File: config.mk
export PLATFORM = sky130hd
export DESIGN_NAME = sm3_hash_engine
export DESIGN_NICKNAME = d
export VERILOG_FILES = /design/src/hdl/sm3_pkg.sv /design/src/hdl/sm3_hash_engine.sv /design/src/hdl/sm3_round.sv
export SDC_FILE = /design/constraint.sdc
export NUM_CORES = 2
export LEC_CHECK = 0
export ABC_AREA = 1
export BUFFER_PORTS_ARGS = -buffer_cell sky130_fd_sc_hd__buf_2
export CAP_MARGIN = 5
export CORE_AREA = 2 2 428 430
export DETAILED_ROUTE_END_ITERATION = 16
export DIE_AREA = 0 0 430 432
export PLACE_DENSITY = 0.65
export SLEW_MARGIN = 20
export SYNTH_ARGS = -nofsm -noshare
export SYNTH_HDL_FRONTEND = slang
export SYNTH_HIERARCHICAL = 1
export SYNTH_SLANG_ARGS = --single-unit
File: constraint.sdc
create_clock -name i_clk -period 32 [get_ports i_clk]
set_input_delay 3.2 -clock i_clk [delete_from_list [all_inputs] [get_ports i_clk]]
set_output_delay 3.2 -clock i_clk [all_outputs]
set_load 0.02 [all_outputs]
File: src/hdl/sm3_pkg.sv
// ----------------------------------------------------------------------------
// SM3 hash engine package
// Shared constants and round helper functions.
// ----------------------------------------------------------------------------
package sm3_pkg;
    localparam logic [31:0] T_LOW  = 32'h79CC4519;
    localparam logic [31:0] T_HIGH = 32'h7A879D8A;
    localparam logic [255:0] SM3_IV = {
        32'h7380166F, 32'h4914B2B9, 32'h172442D7, 32'hDA8A0600,
        32'hA96F30BC, 32'h163138AA, 32'hE38DEE4D, 32'hB0FB0E4E};

    typedef logic [31:0] t_word;

    function automatic t_word rotl(input t_word x, input logic [4:0] n);
        logic [63:0] d;
        d = {x, x} << n;
        return d[63:32];
    endfunction

    function automatic t_word perm0(input t_word x);
        return x ^ rotl(x, 5'd9) ^ rotl(x, 5'd17);
    endfunction

    function automatic t_word perm1(input t_word x);
        return x ^ rotl(x, 5'd15) ^ rotl(x, 5'd23);
    endfunction
endpackage

File: src/hdl/sm3_hash_engine.sv
// ----------------------------------------------------------------------------
// SM3 hash engine
// Packs message bytes into blocks, pads, compresses, streams the digest.
// ----------------------------------------------------------------------------
// An accepted input beat is packed one valid byte at a time, after which the
// input side is ready again. A beat that completes a 64-byte block also runs
// the load, the rounds and the fold in the shared round unit before packing
// goes on. An end-of-message beat runs one or two padding compressions and
// then sends eight digest beats, word 0 first; no input is taken meanwhile.
module sm3_hash_engine (
    input  logic        i_clk,
    input  logic        i_rst_n,
    input  logic        s_axis_tvalid,
    output logic        s_axis_tready,
    input  logic [39:0] s_axis_tdata,   // data_word[31:0], byte_count[34:32]
    input  logic        s_axis_tlast,   // end_of_message
    output logic        m_axis_tvalid,
    input  logic        m_axis_tready,
    output logic [39:0] m_axis_tdata,   // digest_word[31:0], word_index[34:32]
    output logic        m_axis_tlast    // last_word
);
    import sm3_pkg::*;

    localparam logic [2:0] ST_IDLE = 3'd0;
    localparam logic [2:0] ST_PACK = 3'd1;
    localparam logic [2:0] ST_LOAD = 3'd2;
    localparam logic [2:0] ST_RUN  = 3'd3;
    localparam logic [2:0] ST_FOLD = 3'd4;
    localparam logic [2:0] ST_OUT  = 3'd5;

    logic [2:0]   r_st;
    logic [60:0]  r_len;
    logic [511:0] r_blk;
    logic [255:0] r_cv;
    logic [31:0]  r_data;
    logic [2:0]   r_cnt;
    logic         r_end;
    logic [1:0]   r_pad;     // 0 none, 2 a second padding block follows
    logic         r_final;   // current compression is the final one
    logic [5:0]   r_round;
    logic [2:0]   r_oidx;
    logic [511:0] blk_in;
    logic [511:0] pad_blk;
    logic [255:0] st;
    logic [5:0]   pos;
    logic [63:0]  bits;

    assign s_axis_tready = (r_st == ST_IDLE);
    assign pos  = r_len[5:0];
    assign bits = {r_len, 3'b000};

    sm3_round u_round (
        .i_clk   (i_clk),
        .i_load  (r_st == ST_LOAD),
        .i_step  (r_st == ST_RUN),
        .i_round (r_round),
        .i_v     (r_cv),
        .i_block (r_blk),
        .o_state (st)
    );

    always_comb begin
        blk_in = r_blk;
        blk_in[511 - 8*pos -: 8] = r_data[31:24];
    end

    // pad: keep bytes below pos, then 0x80, then zeros; length if it fits
    always_comb begin
        pad_blk = r_blk;
        for (int b = 0; b < 64; b++) begin
            if (b == pos)
                pad_blk[511-8*b -: 8] = 8'h80;
            else if (b > pos)
                pad_blk[511-8*b -: 8] = 8'h00;
        end
        if (pos < 6'd56) pad_blk[63:0] = bits;
    end

    always_ff @(posedge i_clk) begin
        if (!i_rst_n) begin
            r_st <= ST_IDLE; r_len <= '0; r_cv <= SM3_IV; r_round <= '0;
            r_oidx <= '0; r_pad <= '0; r_final <= 1'b0;
        end else begin
            case (r_st)
                ST_IDLE: if (s_axis_tvalid) begin
                    r_data <= s_axis_tdata[31:0];
                    r_cnt  <= (s_axis_tdata[34:32] > 3'd4) ? 3'd4 : s_axis_tdata[34:32];
                    r_end  <= s_axis_tlast;
                    r_st   <= ST_PACK;
                end
                ST_PACK: begin
                    if (r_cnt != 3'd0) begin
                        r_blk  <= blk_in;
                        r_data <= {r_data[23:0], 8'h00};
                        r_cnt  <= r_cnt - 3'd1;
                        r_len  <= r_len + 61'd1;
                        if (pos == 6'd63) begin
                            r_final <= 1'b0;
                            r_st <= ST_LOAD;
                        end
                    end else if (r_end) begin
                        r_blk <= pad_blk;
                        if (pos >= 6'd56) begin
                            r_pad   <= 2'd2;
                            r_final <= 1'b0;
                        end else begin
                            r_final <= 1'b1;
                        end
                        r_st <= ST_LOAD;
                    end else begin
                        r_st <= ST_IDLE;
                    end
                end
                ST_LOAD: begin
                    r_round <= '0;
                    r_st <= ST_RUN;
                end
                ST_RUN: begin
                    r_round <= r_round + 6'd1;
                    if (r_round == 6'd63) r_st <= ST_FOLD;
                end
                ST_FOLD: begin
                    r_cv <= r_cv ^ st;
                    if (r_final) begin
                        r_oidx <= '0;
                        r_final <= 1'b0;
                        r_st <= ST_OUT;
                    end else if (r_pad == 2'd2) begin
                        r_blk   <= {448'd0, bits};
                        r_pad   <= '0;
                        r_final <= 1'b1;
                        r_st    <= ST_LOAD;
                    end else begin
                        r_st <= ST_PACK;
                    end
                end
                ST_OUT: if (m_axis_tready) begin
                    r_oidx <= r_oidx + 3'd1;
                    if (r_oidx == 3'd7) begin
                        r_cv <= SM3_IV; r_len <= '0; r_st <= ST_IDLE;
                    end
                end
                default: r_st <= ST_IDLE;
            endcase
        end
    end

    assign m_axis_tvalid = (r_st == ST_OUT);
    assign m_axis_tdata  = {5'd0, r_oidx, r_cv[255 - 32*r_oidx -: 32]};
    assign m_axis_tlast  = (r_oidx == 3'd7);

    a_ready_idle: assert property (@(posedge i_clk) disable iff (!i_rst_n)
        s_axis_tready |-> !m_axis_tvalid) else $error("ready while sending digest");
    a_round_run: assert property (@(posedge i_clk) disable iff (!i_rst_n)
        (r_st == ST_LOAD) |=> (r_st == ST_RUN && r_round == 6'd0))
        else $error("round count not cleared");
    a_out_done: assert property (@(posedge i_clk) disable iff (!i_rst_n)
        (m_axis_tvalid && m_axis_tready && m_axis_tlast) |=> (r_len == 61'd0))
        else $error("length not cleared after digest");
endmodule

File: src/hdl/sm3_round.sv
// ----------------------------------------------------------------------------
// SM3 round unit
// One compression round plus a rolling 16-word message schedule window.
// ----------------------------------------------------------------------------
module sm3_round (
    input  logic                 i_clk,
    input  logic                 i_load,    // load V and block
    input  logic                 i_step,    // run one round
    input  logic [5:0]           i_round,
    input  logic [255:0]         i_v,
    input  logic [511:0]         i_block,   // word 0 in the top bits
    output logic [255:0]         o_state
);
    import sm3_pkg::*;

    t_word r_w [16];
    t_word r_s [8];
    t_word w_new, a12, ss1, ss2, ff, gg, tt1, tt2, tj;

    always_comb begin
        w_new = perm1(r_w[0] ^ r_w[7] ^ rotl(r_w[13], 5'd15))
              ^ rotl(r_w[3], 5'd7) ^ r_w[10];
        tj  = rotl((i_round < 6'd16) ? T_LOW : T_HIGH, i_round[4:0]);
        a12 = rotl(r_s[0], 5'd12);
        ss1 = rotl(a12 + r_s[4] + tj, 5'd7);
        ss2 = ss1 ^ a12;
        if (i_round < 6'd16) begin
            ff = r_s[0] ^ r_s[1] ^ r_s[2];
            gg = r_s[4] ^ r_s[5] ^ r_s[6];
        end else begin
            ff = (r_s[0] & r_s[1]) | (r_s[0] & r_s[2]) | (r_s[1] & r_s[2]);
            gg = (r_s[4] & r_s[5]) | (~r_s[4] & r_s[6]);
        end
        tt1 = ff + r_s[3] + ss2 + (r_w[0] ^ r_w[4]);
        tt2 = gg + r_s[7] + ss1 + r_w[0];
        for (int k = 0; k < 8; k++) begin
            o_state[255-32*k -: 32] = r_s[k];
        end
    end

    always_ff @(posedge i_clk) begin
        if (i_load) begin
            for (int k = 0; k < 16; k++) r_w[k] <= i_block[511-32*k -: 32];
            for (int k = 0; k < 8; k++)  r_s[k] <= i_v[255-32*k -: 32];
        end else if (i_step) begin
            for (int k = 0; k < 15; k++) r_w[k] <= r_w[k+1];
            r_w[15] <= w_new;
            r_s[3] <= r_s[2];
            r_s[2] <= rotl(r_s[1], 5'd9);
            r_s[1] <= r_s[0];
            r_s[0] <= tt1;
            r_s[7] <= r_s[6];
            r_s[6] <= rotl(r_s[5], 5'd19);
            r_s[5] <= r_s[4];
            r_s[4] <= perm0(tt2);
        end
    end
endmodule

==> metrics.txt <==
PostCTS Resize Cnt 0; GR Util All Layers 0.366; Max Root-Sink Buffers 3; clk_skew 0.0705 ns; clk_lat worst skew 0.87 ns; drt total wl 346,000 microns; met1 GRT Util 0.462; DP HPWL 255,000 microns; Final Max Tran Viols 0; first-pass GRT wire length 493,000 microns; Synth area leaders edfxtp_1 (44%), nand2_1 (13%), dfxtp_1 (7.4%), o21ai_0 (6.1%), a21oi_1 (4.9%); num rows 157; setup bufs post-CTS 0; TritonCTS clock tree done; placer congestion estimate 0.983; R2R depth 41; DIE AREA 0.186 sq mm; Tcrit/Tclk final 0.329; Avg WL per Cell 26.9 microns; Synth Warn # 6; DRT iter0 DRCs 9,504; htree depth 4; Boundary Pins 88; number of global-route vias before repair 70,717; hold_buf cts 0; register bit total from synthesis 1,647; total grt overflow 0; RSZ-0062 raised after global routing no; GR Layer Usage met2 0.592; hold-critical path depth 1; antenna viol nets, final 0; FF-to-FF setup slack 21.46 ns; clock sink count 1,647; CTS Buf Count 178; busiest layer in global routing met2; CP endpoint kind register; I/O Buffers 77; initial antenna violation count 9; Yosys cell types 64; clk slew on worst S/H paths 0.06 ns; PnR worst setup slack 21.46 ns; area fraction of the dominant cell type after synthesis 0.439; Worst R2R Start r_round[4]; Die Ht 432 microns; Die Wd 430 microns; Async S/R FF share, synth 0; relative slew slack 0.0936; area leader, netlist edfxtp_1; Initial Util 0.495; Final Hold Fails 0; Via Count 75,352; Layout Nets 10,657; core area 0.182 sq mm; MaxCap Viol Count 0; Setup WS pre-CTS 21.59 ns; status complete, no violations; CP max stage cell o21ai_0; critical path required time 32.56 ns; Mean Syn Cell Area 8.62 sq um; top_reg_cell synth edfxtp_1; CP Launch Type register; min-delay src r_cv[186]; mapped cell area 0.0899 sq mm; Worst Hold End r_cv[186]; peak per-stage delay on the critical path 0.74 ns; min Tclk post-route 10.54 ns; GR Layer Usage met3 0.0566; Final TNS setup 0 ns; Post-synth EDFFs 1,316; DRC viols 0; number of fill cells 16,697; clock root buffer clkbuf_16; vias per inst 5.86; Min-Delay Path Class reg -> reg; CP arrival 11.10 ns; Setup Viol. Count Final 0; Worst Tran Pin Value 1.35 ns; Mapped Cells 10,433; Worst path most repeated cell nand2_1; post-synthesis sequential area ratio 0.513; area grow syn2layout 8.98%; crit-path max FO 38; WS Path Type reg -> reg; worst r2r dst u_round/r_s[0][26]; share of cells above drive strength 1 0.0600; iteration count of the initial detailed-routing pass 7; pin count of the biggest net entering global routing 157; Fmax 94.9 MHz
-- worst max path at each step --
stage	start	end	slack, ns	cells past startpoint
global placement	r_round[4]	u_round/r_s[0][26]	21.56	37
floorplan	r_st[2]	u_round/r_s[0][0]	12.89	8
CTS	r_round[4]	u_round/r_s[0][26]	21.52	37
finish	r_round[4]	u_round/r_s[0][26]	21.46	41
detailed placement	r_round[4]	u_round/r_s[0][26]	21.59	37
global route	r_round[4]	u_round/r_s[0][23]	20.92	43
-- worst max-delay path, delay by kind of cell, from the launching register on --
family / cells / cell delay, ns
buffers and inverters: 6 / 1.30
adders and majority gates: 7 / 2.93
and+or+nand+nor: 19 / 2.50
DFF: 1 / 0.31
AOI/OAI and AO/OA: 9 / 3.13
-- kinds of logic after synthesis --
family / after synthesis / share of synthesized area
other: 1 / 0.0000417
AOI/OAI and AO/OA: 2230 / 0.130
muxes: 27 / 0.00300
and+or+nand+nor: 4588 / 0.206
DFF: 1647 / 0.513
xor gates and xnor gates: 321 / 0.0321
adders and majority gates: 296 / 0.0569
buffers and inverters: 1323 / 0.0591
-- cells in the final DEF, fill, tap and decap left out, types with 27 or more instances in the layout --
| cell | count |
|---|---|
| a31oi_1 | 44 |
| dfxtp_1 | 329 |
| ha_1 | 108 |
| buf_2 | 77 |
| a21oi_1 | 879 |
| nand4_1 | 38 |
| xor2_1 | 248 |
| and3_1 | 71 |
| inv_1 | 801 |
| o21ai_1 | 45 |
| clkinv_1 | 30 |
| nor3_1 | 115 |
| xnor2_1 | 65 |
| fa_1 | 188 |
| nand2_2 | 30 |
| buf_4 | 101 |
| mux2i_1 | 27 |
| nor2_1 | 739 |
| inv_2 | 29 |
| nand2_1 | 3199 |
| clkbuf_1 | 61 |
| clkbuf_16 | 181 |
| nand3_1 | 281 |
| o21ai_0 | 1096 |
| edfxtp_1 | 1316 |
| o22ai_1 | 30 |
| nor2_2 | 38 |
-- Yosys cell counts, drive strengths merged (3+ instances only) --
cell type and count:
o211ai 9, o31ai 6, mux2i 27, nand3b 6, o32ai 15, ha 108, clkinv 4, nor3 122
o21ai 1148, a21o 10, xnor3 4, buf 242, a31oi 45, nand3 290, a32o 8, nor2 799
dfxtp 331, o21bai 16, o21a 11, o22ai 30, a21boi 5, a21oi 890, o211a 3, a211oi 25
o221ai 4, clkbuf 242, edfxtp 1316, or2 24, nand2 3234, fa 188, nand4 38, xor2 249
inv 835, xnor2 68, a221oi 3, and3 71
-- cell type report --
cell class                 instances  area (sq um)  area share
sequential                      1647         46200       0.471
multi-input combinational       7467         38600       0.394
clock buffer                     248          4840      0.0494
inverter                         839          3180      0.0324
tap                             2385          2980      0.0304
timing repair buffer             183          1250      0.0128
clock inverter                    86          1000      0.0102
antenna                            4          10.0    0.000102
-- flip-flops by register name, summed over array words and instances (netlist names) --
| signal | cells |
|---|---|
| r_cnt | 3 |
| r_oidx | 3 |
| u_round/r_w | 512 |
| r_round | 6 |
| r_data | 32 |
| r_end | 1 |
| r_blk | 512 |
| r_final | 1 |
| r_cv | 256 |
| r_st | 3 |
| u_round/r_s | 256 |
| r_len | 61 |
| r_pad | 1 |
-- metal layers --
metal | wire length, microns | part of all wire | vias to the layer above
met4 | 25000 | 0.072 | 2
met2 | 160000 | 0.46 | 3808
met5 | 16 | 0.000046 | -
met1 | 132000 | 0.38 | 36198
met3 | 28300 | 0.082 | 772
li1 | - | - | 34572
-- through the flow --
step            util  area [sq um]  hold WS [ns]  std cells
3_5_place_dp   0.507         92100         0.471      12520
5_1_grt        0.539         98000         0.506      12855
6_report       0.539         98000         0.487      12859
4_1_cts        0.539         98000         0.487      12854
2_1_floorplan      -         90000         0.451      10437
3_3_place_gp   0.507         92100         0.461      12519
Power is not shown: default switching activity piles up to over one toggle a cycle in this logic, so the estimate is an artifact.
